## src/rtl/core/brts_pkg.sv

```systemverilog
// Shared types, constants and fixed-point helpers for the bordered tridiagonal solver.
package brts_pkg;

    localparam int MAX_ROWS   = 64;
    localparam int MAX_BORDER = 4;
    localparam int FRAC_BITS  = 16;
    localparam int DATA_W     = 32;
    localparam int ROW_W      = $clog2(MAX_ROWS);
    localparam int S_W        = (MAX_BORDER > 1) ? $clog2(MAX_BORDER) : 1;
    localparam int BC_W       = $clog2(MAX_BORDER + 1);
    localparam int K_DEPTH    = (1 << S_W) * MAX_ROWS;
    localparam int DIV_W      = DATA_W + FRAC_BITS + 1;
    localparam int DCNT_W     = $clog2(DIV_W + 1);
    localparam int ROWD_W     = 4 * DATA_W;

    // status codes
    localparam logic [1:0] ST_OK    = 2'd0;
    localparam logic [1:0] ST_OVF   = 2'd1;
    localparam logic [1:0] ST_PIVOT = 2'd2;

    typedef struct packed {
        logic signed [DATA_W-1:0] lower_coef;
        logic signed [DATA_W-1:0] diag_coef;
        logic signed [DATA_W-1:0] upper_coef;
        logic signed [DATA_W-1:0] rhs_value;
        logic signed [DATA_W-1:0] border_coef;
        logic                     last_row;
    } t_in;

    typedef struct packed {
        logic signed [DATA_W-1:0] solution_value;
        logic [ROW_W-1:0]         row_index;
        logic [1:0]               status;
        logic                     last_result;
    } t_out;

    // datapath micro-operations
    typedef enum logic [4:0] {
        OP_NOP, OP_LOAD, OP_RD_FWD, OP_LD_ROW, OP_SET_M0, OP_MUL_AQ, OP_SET_M,
        OP_MUL_AP, OP_SET_NUM, OP_DIV_P, OP_WR_P, OP_DIV_Q, OP_LD_Q, OP_RD_KF,
        OP_MUL_AK, OP_DIV_K, OP_WR_K, OP_WR_Q, OP_RD_PL, OP_X_FIRST, OP_RD_BACK,
        OP_LD_BACK, OP_MUL_QX, OP_ADD_X0, OP_RD_KB, OP_MUL_KX, OP_ADD_X, OP_WR_X,
        OP_CLEAR
    } t_op;

    typedef struct packed {
        t_op              op;
        logic [ROW_W-1:0] idx;
        logic [BC_W-1:0]  sidx;
        logic             last;
    } t_cmd;

    typedef struct packed {
        logic            div_done;
        logic [BC_W-1:0] bc;
        logic            k_hit;
    } t_sts;

    function automatic logic signed [DATA_W-1:0] fx_add(
        input logic signed [DATA_W-1:0] a, input logic signed [DATA_W-1:0] b);
        logic signed [DATA_W:0] s;
        s = {a[DATA_W-1], a} + {b[DATA_W-1], b};
        if (s[DATA_W] != s[DATA_W-1])
            return s[DATA_W] ? {1'b1, {(DATA_W-1){1'b0}}} : {1'b0, {(DATA_W-1){1'b1}}};
        return s[DATA_W-1:0];
    endfunction

    function automatic logic signed [DATA_W-1:0] fx_sub(
        input logic signed [DATA_W-1:0] a, input logic signed [DATA_W-1:0] b);
        logic signed [DATA_W:0] s;
        s = {a[DATA_W-1], a} - {b[DATA_W-1], b};
        if (s[DATA_W] != s[DATA_W-1])
            return s[DATA_W] ? {1'b1, {(DATA_W-1){1'b0}}} : {1'b0, {(DATA_W-1){1'b1}}};
        return s[DATA_W-1:0];
    endfunction

    function automatic logic signed [DATA_W-1:0] fx_neg(input logic signed [DATA_W-1:0] a);
        return fx_sub('0, a);
    endfunction

    // rounded Q product: add half LSB, floor shift, saturate
    function automatic logic signed [DATA_W-1:0] fx_mul(
        input logic signed [DATA_W-1:0] a, input logic signed [DATA_W-1:0] b);
        logic signed [2*DATA_W-1:0] pr;
        logic signed [2*DATA_W-1:0] hi;
        logic signed [2*DATA_W-1:0] lo;
        pr = a * b;
        pr = pr + (64'sd1 <<< (FRAC_BITS - 1));
        pr = pr >>> FRAC_BITS;
        hi = {{(DATA_W+1){1'b0}}, {(DATA_W-1){1'b1}}};
        lo = ~hi;
        if (pr > hi) return {1'b0, {(DATA_W-1){1'b1}}};
        if (pr < lo) return {1'b1, {(DATA_W-1){1'b0}}};
        return pr[DATA_W-1:0];
    endfunction

endpackage

```

## src/rtl/core/brts_ctrl.sv

```systemverilog
// Sequencer for row intake, forward sweep and back substitution.
module brts_ctrl (
    input  logic             i_clk,
    input  logic             i_rst_n,
    input  logic             i_start,
    input  logic             i_last_row,
    input  brts_pkg::t_sts   i_sts,
    output brts_pkg::t_cmd   o_cmd,
    output logic             o_busy
);
    localparam int RW = brts_pkg::ROW_W;
    localparam int BW = brts_pkg::BC_W;

    typedef enum logic [31:0] {
        S_IDLE   = 32'h0000_0001, S_F_RD   = 32'h0000_0002, S_F_LD   = 32'h0000_0004,
        S_F_M0   = 32'h0000_0008, S_F_MA   = 32'h0000_0010, S_F_MB   = 32'h0000_0020,
        S_F_MC   = 32'h0000_0040, S_F_MD   = 32'h0000_0080, S_F_PDIV = 32'h0000_0100,
        S_F_PWT  = 32'h0000_0200, S_F_PWR  = 32'h0000_0400, S_F_QDIV = 32'h0000_0800,
        S_F_QWT  = 32'h0000_1000, S_F_QLD  = 32'h0000_2000, S_F_KRD  = 32'h0000_4000,
        S_F_KMUL = 32'h0000_8000, S_F_KDIV = 32'h0001_0000, S_F_KWT  = 32'h0002_0000,
        S_F_KWR  = 32'h0004_0000, S_F_QWR  = 32'h0008_0000, S_B_INIT = 32'h0010_0000,
        S_B_FST  = 32'h0020_0000, S_B_RD   = 32'h0040_0000, S_B_LD   = 32'h0080_0000,
        S_B_MUL  = 32'h0100_0000, S_B_ADD  = 32'h0200_0000, S_B_CHK  = 32'h0400_0000,
        S_B_KRD  = 32'h0800_0000, S_B_KMUL = 32'h1000_0000, S_B_KADD = 32'h2000_0000,
        S_B_WR   = 32'h4000_0000, S_DONE   = 32'h8000_0000
    } t_state;

    t_state          r_state, n_state;
    logic [RW-1:0]   r_idx, n_idx, r_rows, n_rows, r_nlast, n_nlast;
    logic [BW-1:0]   r_s, n_s;
    logic            w_accept, w_last;
    logic [BW-1:0]   w_s1;

    assign w_accept = i_start && (r_state == S_IDLE);
    assign w_last   = i_last_row || (r_rows == RW'(brts_pkg::MAX_ROWS - 1));
    assign w_s1     = r_s + 1'b1;
    assign o_busy   = (r_state != S_IDLE);

    always_ff @(posedge i_clk) begin
        if (!i_rst_n) begin
            r_state <= S_IDLE;
            r_idx   <= '0;
            r_rows  <= '0;
            r_nlast <= '0;
            r_s     <= '0;
        end else begin
            r_state <= n_state;
            r_idx   <= n_idx;
            r_rows  <= n_rows;
            r_nlast <= n_nlast;
            r_s     <= n_s;
        end
    end

    // next state and command decode
    always_comb begin
        n_state   = r_state;
        n_idx     = r_idx;
        n_rows    = r_rows;
        n_nlast   = r_nlast;
        n_s       = r_s;
        o_cmd.op  = brts_pkg::OP_NOP;
        o_cmd.idx = r_idx;
        o_cmd.sidx = r_s;
        o_cmd.last = w_last;
        unique case (r_state)
            S_IDLE: begin
                o_cmd.idx = r_rows;
                if (w_accept) begin
                    o_cmd.op = brts_pkg::OP_LOAD;
                    n_rows   = r_rows + 1'b1;
                    if (w_last) begin
                        n_nlast = r_rows;
                        n_rows  = '0;
                        n_idx   = '0;
                        n_state = S_F_RD;
                    end
                end
            end
            S_F_RD: begin
                o_cmd.op = brts_pkg::OP_RD_FWD;
                n_state  = S_F_LD;
            end
            S_F_LD: begin
                o_cmd.op = brts_pkg::OP_LD_ROW;
                n_state  = (r_idx == '0) ? S_F_M0 : S_F_MA;
            end
            S_F_M0: begin
                o_cmd.op = brts_pkg::OP_SET_M0;
                n_state  = S_F_PDIV;
            end
            S_F_MA: begin
                o_cmd.op = brts_pkg::OP_MUL_AQ;
                n_state  = S_F_MB;
            end
            S_F_MB: begin
                o_cmd.op = brts_pkg::OP_SET_M;
                n_state  = S_F_MC;
            end
            S_F_MC: begin
                o_cmd.op = brts_pkg::OP_MUL_AP;
                n_state  = S_F_MD;
            end
            S_F_MD: begin
                o_cmd.op = brts_pkg::OP_SET_NUM;
                n_state  = S_F_PDIV;
            end
            S_F_PDIV: begin
                o_cmd.op = brts_pkg::OP_DIV_P;
                n_state  = S_F_PWT;
            end
            S_F_PWT: begin
                if (i_sts.div_done) n_state = S_F_PWR;
            end
            S_F_PWR: begin
                o_cmd.op = brts_pkg::OP_WR_P;
                n_state  = (r_idx == r_nlast) ? S_B_INIT : S_F_QDIV;
            end
            S_F_QDIV: begin
                o_cmd.op = brts_pkg::OP_DIV_Q;
                n_state  = S_F_QWT;
            end
            S_F_QWT: begin
                if (i_sts.div_done) n_state = S_F_QLD;
            end
            S_F_QLD: begin
                o_cmd.op = brts_pkg::OP_LD_Q;
                n_s      = '0;
                if (i_sts.bc == '0)    n_state = S_F_QWR;
                else if (r_idx == '0)  n_state = S_F_KDIV;
                else                   n_state = S_F_KRD;
            end
            S_F_KRD: begin
                o_cmd.op = brts_pkg::OP_RD_KF;
                n_state  = S_F_KMUL;
            end
            S_F_KMUL: begin
                o_cmd.op = brts_pkg::OP_MUL_AK;
                n_state  = S_F_KDIV;
            end
            S_F_KDIV: begin
                o_cmd.op = brts_pkg::OP_DIV_K;
                n_state  = S_F_KWT;
            end
            S_F_KWT: begin
                if (i_sts.div_done) n_state = S_F_KWR;
            end
            S_F_KWR: begin
                o_cmd.op = brts_pkg::OP_WR_K;
                n_s      = w_s1;
                if (w_s1 == i_sts.bc)  n_state = S_F_QWR;
                else if (r_idx == '0)  n_state = S_F_KDIV;
                else                   n_state = S_F_KRD;
            end
            S_F_QWR: begin
                o_cmd.op = brts_pkg::OP_WR_Q;
                n_idx    = r_idx + 1'b1;
                n_state  = S_F_RD;
            end
            S_B_INIT: begin
                o_cmd.op = brts_pkg::OP_RD_PL;
                n_state  = S_B_FST;
            end
            S_B_FST: begin
                o_cmd.op = brts_pkg::OP_X_FIRST;
                n_idx    = r_idx - 1'b1;
                n_state  = (r_idx == '0) ? S_DONE : S_B_RD;
            end
            S_B_RD: begin
                o_cmd.op = brts_pkg::OP_RD_BACK;
                n_state  = S_B_LD;
            end
            S_B_LD: begin
                o_cmd.op = brts_pkg::OP_LD_BACK;
                n_state  = S_B_MUL;
            end
            S_B_MUL: begin
                o_cmd.op = brts_pkg::OP_MUL_QX;
                n_state  = S_B_ADD;
            end
            S_B_ADD: begin
                o_cmd.op = brts_pkg::OP_ADD_X0;
                n_s      = '0;
                n_state  = S_B_CHK;
            end
            S_B_CHK: begin
                if (r_s == i_sts.bc)  n_state = S_B_WR;
                else if (i_sts.k_hit) n_state = S_B_KRD;
                else                  n_s = w_s1;
            end
            S_B_KRD: begin
                o_cmd.op = brts_pkg::OP_RD_KB;
                n_state  = S_B_KMUL;
            end
            S_B_KMUL: begin
                o_cmd.op = brts_pkg::OP_MUL_KX;
                n_state  = S_B_KADD;
            end
            S_B_KADD: begin
                o_cmd.op = brts_pkg::OP_ADD_X;
                n_s      = w_s1;
                n_state  = S_B_CHK;
            end
            S_B_WR: begin
                o_cmd.op = brts_pkg::OP_WR_X;
                n_idx    = r_idx - 1'b1;
                n_state  = (r_idx == '0) ? S_DONE : S_B_RD;
            end
            S_DONE: begin
                o_cmd.op = brts_pkg::OP_CLEAR;
                n_state  = S_IDLE;
            end
            default: begin
                n_state = S_IDLE;
            end
        endcase
    end
endmodule

```

## config.mk

```make
export PLATFORM = sky130hd
export DESIGN_NAME = brts_ctrl
export DESIGN_NICKNAME = d
export VERILOG_FILES = /design/src/rtl/core/brts_pkg.sv /design/src/rtl/core/brts_ctrl.sv
export SDC_FILE = /design/constraint.sdc
export NUM_CORES = 1
export LEC_CHECK = 0
export ABC_AREA = 1
export ABC_CLOCK_PERIOD_IN_PS = 3200
export BUFFER_PORTS_ARGS = -buffer_cell sky130_fd_sc_hd__buf_2
export CORE_UTILIZATION = 50
export DETAILED_ROUTE_END_ITERATION = 8
export PLACE_DENSITY_LB_ADDON = 0.1
export SKIP_CTS_REPAIR_TIMING = 1
export SLEW_MARGIN = 20
export SYNTH_ARGS = -nofsm -noshare
export SYNTH_HDL_FRONTEND = slang
export SYNTH_SLANG_ARGS = --single-unit
```

## constraint.sdc

```tcl
create_clock -name i_clk -period 3.2 [get_ports i_clk]
set_clock_uncertainty 0.15 [all_clocks]
set_input_delay 0.48 -clock i_clk [delete_from_list [all_inputs] [get_ports i_clk]]
set_output_delay 0.48 -clock i_clk [all_outputs]
set_load 0.005 [all_outputs]
```

-- Word level (Yosys, flattened, before mapping)
Cells that the tools add are included.
- multiplexer cells: 24
- add/sub/neg operators: 4
- reduce and logical (&&, ||, !) cells: 16
- equality and inequality tests: 45
- operators with widths (operator ; number):
    $pmux 32 s28 ; 1
    $mux 32 ; 9
    $pmux 5 s28 ; 1
    $eq 32x1->1 const B ; 1
    $eq 32x10->1 const B ; 1
    $eq 32x11->1 const B ; 1
    $eq 32x12->1 const B ; 1
    $eq 32x13->1 const B ; 1
    $eq 32x14->1 const B ; 1
    $eq 32x15->1 const B ; 1
    $eq 32x16->1 const B ; 1
    $eq 32x17->1 const B ; 1
    $eq 32x18->1 const B ; 1
    $eq 32x19->1 const B ; 1
    $eq 32x2->1 const B ; 1
    $eq 32x20->1 const B ; 1
    $eq 32x21->1 const B ; 1
    $eq 32x22->1 const B ; 1
    $eq 32x23->1 const B ; 1
    $eq 32x24->1 const B ; 1
    $eq 32x25->1 const B ; 1
    $eq 32x26->1 const B ; 1
    $eq 32x27->1 const B ; 1
    $eq 32x28->1 const B ; 1
    38 further kinds ; 57
- register bits after elaboration: 53
- output and inout bits: 16
- logic and storage cells: 94
- bits of input ports: 9

-- Longest topological paths before layout
Gate-level depths: netlist of the first run.
- word-level depth: 5
- depth in mapped cells: 15

-- Least setup slack after synthesis of the first run
Ideal clock, no wire load.
- path kind: register -> register
- start: reg r_state[6]
- end: reg r_idx[5]
- stages on the path, launching flop included: 16
- arrival: 2324 ps
- library setup time: 70 ps
- setup slack: 656 ps
- data required time: 2980 ps
- period minus slack after synthesis: 2544 ps
- buffers on the path: 1
- path through: dfxtp_1 -> nor2_4 -> nand2_4 -> nor2_4 -> nand2_4 -> buf_6 -> a21oi_1 -> ha_1 -> a21oi_1 -> nand2_1 -> nand2_1 -> nand2_1 -> a21oi_1 -> nand3b_1 -> nand3_1 -> a21oi_1
- word-level cells in the longest chain between the ends: 4
- elaborated cells between the ends (all ways): 11
- those cells by class: eq/ne (6); mux (1); reduce/logical (4)
- ends and longest elaborated chain (what ; RTL line ; RTL):
    from (decl) ; brts_ctrl.sv:28 ; t_state r_state, n_state;
    from (signal assigned) ; brts_ctrl.sv:47 ; r_state <= n_state;
    $eq 32x31->1, or another cell as far along ; brts_ctrl.sv:66 ; unique case (r_state)
    $reduce_or 2->1 (no source line) / $logic_and 1x1->1 (equally long branches) ; - ;
    $reduce_bool 3->1 (no source line) / $ne 2x2->1 (equally long branches) ; - ;
    $reduce_and 3->1 (no source line) ; - ;
    to (signal assigned) ; brts_ctrl.sv:48 ; r_idx <= n_idx;
    to (decl) ; brts_ctrl.sv:29 ; logic [RW-1:0] r_idx, n_idx, r_rows, n_rows, r_nlast, n_nlast;
Several ways; a longest one is shown, not always the timed one.
A chain may end at the register's enable or synchronous reset.

-- Worst setup path in the final report of the first run
- start: reg r_state[26]
- end: reg r_idx[5]
Same word-level chain as after synthesis.

==> metrics, run 1 <==
maximum number of pins on one net before global-route repair 19; nature of the critical path endpoint flip-flop; TritonCTS Buffers 5; vertical extent of the die 86.95 µm; fraction of synthesized cell area in xor and xnor cells 2.670%; core area 6869 µm²; largest vdd supply drop 0.2026 mV; final-report hold violation count 0; compound-gate portion of the synthesized area 7.490%; worst setup margin 0.2852 ns; run status finished, final reports clean; worst hold slack after final layout 0.3223 ns; remaining max-slew budget at the tightest pin 62.77%; Worst Setup Slack post-DPL 0.4011 ns; sequential-to-total area share from yosys stat 29.40%; Pins Over Slew Limit 0; Syn Std Cell Area 3608 µm²; synthesis-stage register bit count 53; reg-to-reg critical path endpoint r_idx[5]$_SDFFE_PN0P_; total negative slack 0 ns; critical path required time 3.29 ns; number of antenna violations at the first check in global routing 0; standard-cell rows 30; cell taking the most area after synthesis dfxtp_1; Die Wd 86.95 µm; H-tree depth 2; kind of cell adding the most delay to the critical path simple AND/OR/NAND/NOR gates; Min-Delay Path Class input port to flip-flop; port buffer count 24; fraction of final layout cells with drive strength greater than 1 17.90%; peak fanout along the critical path 9; top-level port count 25; post-synthesis area per instance 6.808 µm²; area share of the largest cell type after synthesis 29.40%; number of nets in the synthesized netlist 546; worst hold path startpoint i_rst_n; PwrDens 380.5 nW/µm²; wirelength, routed 8498 µm; pin slew with the least headroom to its limit 0.5542 ns; Total GRT Usage 23.83%; Min-Delay Endpoint r_state[0]$_SDFFE_PN1P_; number of unique standard cell types used by synthesis 41; synthesized instance count 530; HPWL after detailed placement 6860 µm; total via count after detailed routing 3274; number of diodes 0; total power after layout 1481 µW; number of gates on the worst path with buffers counted 14; cells taking the most area after synthesis dfxtp_1 29%, nor2_1 9.8%, nand2_1 8.8%; Synth Area in Adders 2.635%; Max-Cap Viols 0; number of endpoints failing setup at the final stage 0; number of global-route vias before repair 3009; static leakage 0.001647 µW; weighted congestion reported at the end of routability-driven placement 0.9020; Synth Area in Simple Gates 47.33%; final global-route overflow total 0; remaining antenna violation count after routing 0; share of the clock period used by the worst path 91.09%; Initial Util 52.53%; internal reg-to-reg setup slack 0.29 ns; TritonRoute pass-1 iters 5; Clock Tree Root clkbuf_8; unrepaired setup endpoints after global routing no; data arrival time of the critical path 3.01 ns; startpoint of the most critical register-to-register path r_state[26]$_SDFFE_PN0P_; critical setup path kind flip-flop to flip-flop; Clk Latency, worst-skew pair 0.31 ns; Iteration-0 DRC Markers 208; Longest Clk Path Bufs 2; DRC violations left 0; clock slew at the register clock pins of the worst setup and hold paths 0.10 ns; multiplexer share of the synthesized area 0%; maximum operating frequency 343.1 MHz; Sink Count 53; CP Buf/Inv Count 0; leading cell type in the layout, fill and taps excluded nor2_1; most frequent cells in the layout 94 x nor2_1, 85 x nand2_1, 70 x inv_1; Avg WL per Cell 13.09 µm; Die Outline Area 7560 µm²; synth-to-layout area growth 7.836%; cell-by-cell listing of the critical path nor2_2 -> nand2_4 -> nor2_8 -> nand2_1 -> a21oi_1 -> ha_1 -> a21oi_1 -> nand2_1 -> nand2_1 -> nand2_1 -> a21oi_1 -> nand3b_1 -> nand3_1 -> a21oi_1; Yosys warning count 0; depth of the worst hold-timing path 2; Setup crit start kind flip-flop; critical-path cell with the highest stage delay a21oi_1; CTS tree yes; length in cells of the worst reg-to-reg path 14; Period minus WS final 2.915 ns; net total in the final layout 568; largest family of logic cells by synthesized area simple AND/OR/NAND/NOR gates; CP peak stage delay 0.43 ns; first-pass GRT wire length 14150 µm; via-per-instance ratio 5.045; first element of the critical path r_state[26]$_SDFFE_PN0P_
layer usage:
metal	wire length (µm)	track usage (%)	share of wire (%)	up-vias
li1	-	-	-	1728
met1	4129	31.78	49	1481
met2	4010	40.52	47	53
met3	216	2.938	2.5	12
met4	141	6.364	1.7	0
met5	0	0	0	-
through the flow:
stage,std cells,cell area [µm²],util [%]
after floorplan,530,3608,-
after global placement,641,3771,54.90
after detailed placement,641,3771,54.90
after CTS,649,3891,56.65
after global routing,649,3891,56.65
final,649,3891,56.65
cells in the mapped netlist (all sizes together):
library cell  number
nand3b             4
nor4               4
nand4             12
nor2             135
inv               74
o21ai             16
and3               1
buf                9
o22ai              1
fa                 1
ha                 6
nor3b              5
dfxtp             53
xor2               8
or2                3
o31ai              1
nor3              15
a21oi             24
clkbuf             3
nand3             49
o21bai             1
xnor2              3
nand2             97
a211oi             4
a21o               1
report_power, final:
group | internal (µW) | switching, µW
logic | 80.9 | 228
registers | 675 | 13.1
clock network | 255 | 229
area by class of cell:
class	count	area, µm²
clock buffer	6	82.58
clock inverter	2	37.54
fill	695	2978
inverter	74	277.8
multi-input combinational	391	2170
sequential	53	1061
tap	96	120.1
timing repair buffer	27	142.6
state kept, by name, indices dropped and copies added (netlist names):
| signal | flops |
|---|---|
| r_state | 32 |
| r_idx | 6 |
| r_nlast | 6 |
| r_rows | 6 |
| r_s | 3 |
worst max-delay path by stage:
stage,end,slack [ns]
finish,r_idx[5]$_SDFFE_PN0P_,0.29
global route,r_idx[5]$_SDFFE_PN0P_,0.07
CTS,o_cmd[10],0.33
detailed placement,r_idx[5]$_SDFFE_PN0P_,0.40
global placement,r_idx[5]$_SDFFE_PN0P_,0.48
floorplan,r_idx[5]$_SDFFE_PN0P_,0.66
cells by family after synthesis:
| logic type | after synthesis |
|---|---|
| XOR/XNOR | 11 |
| AND/OR/NAND/NOR | 325 |
| AO/OA/AOI/OAI | 48 |
| buffers and inverters | 86 |
| adder cells (fa/ha/maj) | 7 |
| flip-flops | 53 |
(Power assumes the default switching activity.)
==> run 2: changes to the inputs <==
ABC_AREA = unset   (was 1)
==> run 2 against run 1 <==
- sequential share of layout area decreased by 1.7 points
- maximum frequency decreased by 5.5%
- utilization increased by 7.8 points
- die area decreased by 4.7%
- largest cell class unchanged
==> metrics, run 2 <==
number of diodes 0 (unchanged); H-tree depth 2 (unchanged); critical path required time 2.57 ns (was 3.29 ns); Synth Area in Adders 2.770% (was 2.635%); Worst Setup Slack post-DPL 0.06944 ns (was 0.4011 ns); number of unique standard cell types used by synthesis 68 (was 41); most used standard cell by instance count after synthesis nor2_1 (unchanged); highest layer used for signal routing met4 (unchanged); kind of cell adding the most delay to the critical path simple AND/OR/NAND/NOR gates (unchanged); core area 6495 µm² (was 6869 µm²); CP Buf/Inv Count 3 (was 0); cell taking the most area after synthesis dfxtp_1 (unchanged); TritonCTS Buffers 5 (unchanged); data arrival time of the critical path 2.46 ns (was 3.01 ns); remaining max-slew budget at the tightest pin 54.90% (was 62.77%); DP Cell Count 547 (was 641); pin slew with the least headroom to its limit 0.6692 ns (was 0.5542 ns); leading cell type in the layout, fill and taps excluded nor2_1 (unchanged); wirelength, routed 9746 µm (was 8498 µm); switch share 30.75% (was 31.73%); final global-route overflow total 0 (unchanged); number of nets in the synthesized netlist 425 (was 546); synthesized instance count 409 (was 530); routed length on met1 4334 µm (was 4129 µm); Avg WL per Cell 17.53 µm (was 13.09 µm); placed cell area 3964 µm² (was 3771 µm²); critical-path cell with the highest stage delay or4_1 (was a21oi_1); compound-gate portion of the synthesized area 11.92% (was 7.490%); net total in the final layout 494 (was 568); worst setup margin 0.1145 ns (was 0.2852 ns); met3 WL 502 µm (was 216 µm); weighted congestion reported at the end of routability-driven placement 0.9538 (was 0.9020); synthesis-stage register bit count 53 (unchanged); HPWL after detailed placement 7528 µm (was 6860 µm); port buffer count 24 (unchanged); via-per-instance ratio 6.167 (was 5.045); largest family of logic cells by synthesized area simple AND/OR/NAND/NOR gates (unchanged); Yosys warning count 0 (unchanged); Die Outline Area 7202 µm² (was 7560 µm²); maximum operating frequency 324.1 MHz (was 343.1 MHz); number of antenna violations at the first check in global routing 0 (unchanged); PwrDens 368.2 nW/µm² (was 380.5 nW/µm²); synth-to-layout area growth 21.98% (was 7.836%); Clock power frac 30.2% (was 32.6%); Setup crit start kind flip-flop (unchanged); Initial Util 52.86% (was 52.53%); most frequent cells in the layout 59 x nor2_1, 51 x buf_4, 44 x dfxtp_1 (was 94 x nor2_1, 85 x nand2_1, 70 x inv_1); Iteration-0 DRC Markers 336 (was 208); wire length on met2 4611 µm (was 4010 µm); top-level port count 25 (unchanged); maximum number of pins on one net before global-route repair 26 (was 19); number of synthesized flops with an enable pin 0 (unchanged); Reg with most FFs r_state (unchanged); final non-filler cell total 556 (was 649); post-synthesis area per instance 8.394 µm² (was 6.808 µm²); CTS tree yes (unchanged); Sink Count 53 (unchanged); total via count after detailed routing 3429 (was 3274); DRC violations left 0 (unchanged); Clk Latency, worst-skew pair 0.31 ns (about the same); Die Wd 84.87 µm (was 86.95 µm); internal power consumption 1068 µW (was 1011 µW); cells taking the most area after synthesis dfxtp_1 31%, nor2_1 6.6%, xnor2_1 3.8% (was dfxtp_1 29%, nor2_1 9.8%, nand2_1 8.8%); Period minus WS final 3.086 ns (was 2.915 ns); sequential cell fraction of total power 44.3% (was 46.5%); area share of the largest cell type after synthesis 30.90% (was 29.40%); most frequently used flop master after synthesis dfxtp_1 (unchanged); total power after layout 1542 µW (was 1481 µW); Min-Delay Path Class input port to flip-flop (unchanged); Synth Area in Simple Gates 40.74% (was 47.33%); Pins Over Slew Limit 0 (unchanged); peak fanout along the critical path 11 (was 9); fraction of registers with async set or reset after synthesis 0% (unchanged); number of endpoints failing setup at the final stage 0 (unchanged); CP peak stage delay 0.54 ns (was 0.43 ns); multiplexer share of the synthesized area 3.353% (was 0%); critical setup path kind flip-flop to output pin (was flip-flop to flip-flop); cell-by-cell listing of the critical path nor4_4 -> nand3_1 -> buf_4 -> nor4_1 -> buf_4 -> nor2_1 -> nand3_1 -> or4_1 -> buf_2 (was nor2_2 -> nand2_4 -> nor2_8 -> nand2_1 -> a21oi_1 -> ha_1 -> a21oi_1 -> nand2_1 -> nand2_1 -> nand2_1 -> a21oi_1 -> nand3b_1 -> nand3_1 -> a21oi_1); run status finished, final reports clean (unchanged); Total GRT Usage 27.45% (was 23.83%); standard-cell rows 29 (was 30); sequential-to-total area share from yosys stat 30.90% (was 29.40%); share of the clock period used by the worst path 96.42% (was 91.09%); worst hold slack after final layout 0.3410 ns (was 0.3223 ns); fraction of synthesized cell area in xor and xnor cells 6.888% (was 2.670%); TritonRoute pass-1 iters 5 (unchanged); largest vdd supply drop 0.2306 mV (was 0.2026 mV); Clock Tree Root clkbuf_8 (unchanged); nature of the critical path endpoint output pin (was flip-flop); max reg flops 32 (unchanged); final-report hold violation count 0 (unchanged); number of global-route vias before repair 3112 (was 3009); final design instance area without fill 4188 µm² (was 3891 µm²); Longest Clk Path Bufs 2 (unchanged); Max-Cap Viols 0 (unchanged); net switching component of the power 474.1 µW (was 469.9 µW); remaining antenna violation count after routing 0 (unchanged); clock slew at the register clock pins of the worst setup and hold paths 0.10 ns (about the same); fraction of final layout cells with drive strength greater than 1 27.56% (was 17.90%); first-pass GRT wire length 15400 µm (was 14150 µm); vertical extent of the die 84.87 µm (was 86.95 µm); combinational group share of total power 25.5% (was 20.9%); Syn Std Cell Area 3433 µm² (was 3608 µm²); top cells by instance count after synthesis 60 x nor2_1, 53 x dfxtp_1, 32 x nand2_1, 17 x nor3_1, 16 x nand3_1 (was 94 x nor2_1, 85 x nand2_1, 70 x inv_1, 53 x dfxtp_1, 47 x nand3_1); static leakage 0.001803 µW (was 0.001647 µW)
[run 2: changes by cell type after synthesis, sizes merged, moves of 21 or more]
cell	before	now
nor2	135	60
nand2	97	33
inv	74	11
nand3	49	17
nor4	4	25
[run 2: worst paths after layout]
kind         slack, ns                      to  cells past startpoint                      from
max               0.11               o_cmd[10]                      9   r_state[7]$_SDFFE_PN0P_
min               0.34  r_rows[4]$_SDFFE_PN0P_                      3                i_last_row
max reg2reg       0.16   r_idx[5]$_SDFFE_PN0P_                     12  r_state[27]$_SDFFE_PN0P_
min reg2reg       0.37     r_s[1]$_SDFFE_PN0P_                      2       r_s[1]$_SDFFE_PN0P_
[run 2: metrics by stage]
stage	setup TNS [ns]	util, %
floorplan	0	-
global placement	0	61.03
detailed placement	0	61.03
CTS	-0.09500	62.74
global route	-0.05857	64.48
finish	0	64.48
[run 2: area by class of cell]
cell class                 count  area, µm²
multi-input combinational    332       2364
fill                         540       2307
sequential                    53       1072
timing repair buffer          75      503.0
tap                           77      96.34
clock buffer                   6      72.57
inverter                      11      41.29
clock inverter                 2      38.79
[run 2: cell families after synthesis]
family | after synthesis
fa+ha+maj | 7
mux | 11
compound gates | 59
flops | 53
xor+xnor | 27
buf+inv | 24
simple gates | 228
[run 2: metal layers]
| metal | vias up | track usage [%] |
|---|---|---|
| li1 | 1648 | - |
| met1 | 1618 | 35.33 |
| met2 | 132 | 46.49 |
| met3 | 31 | 3.599 |
| met4 | 0 | 11.56 |
| met5 | - | 0 |
[run 2: worst min-delay path, stage by stage]
cell and delay, ns:
buf_2 0.11, or4b_1 0.11, a21oi_1 0.05
[run 2: power by group through the flow]
stage	registers [µW]	logic, µW	clock network [µW]
2_1_floorplan	695	235	0
3_3_place_gp	695	356	0
3_5_place_dp	695	357	0
4_1_cts	680	359	473
5_1_grt	685	415	491
6_report	683	394	465
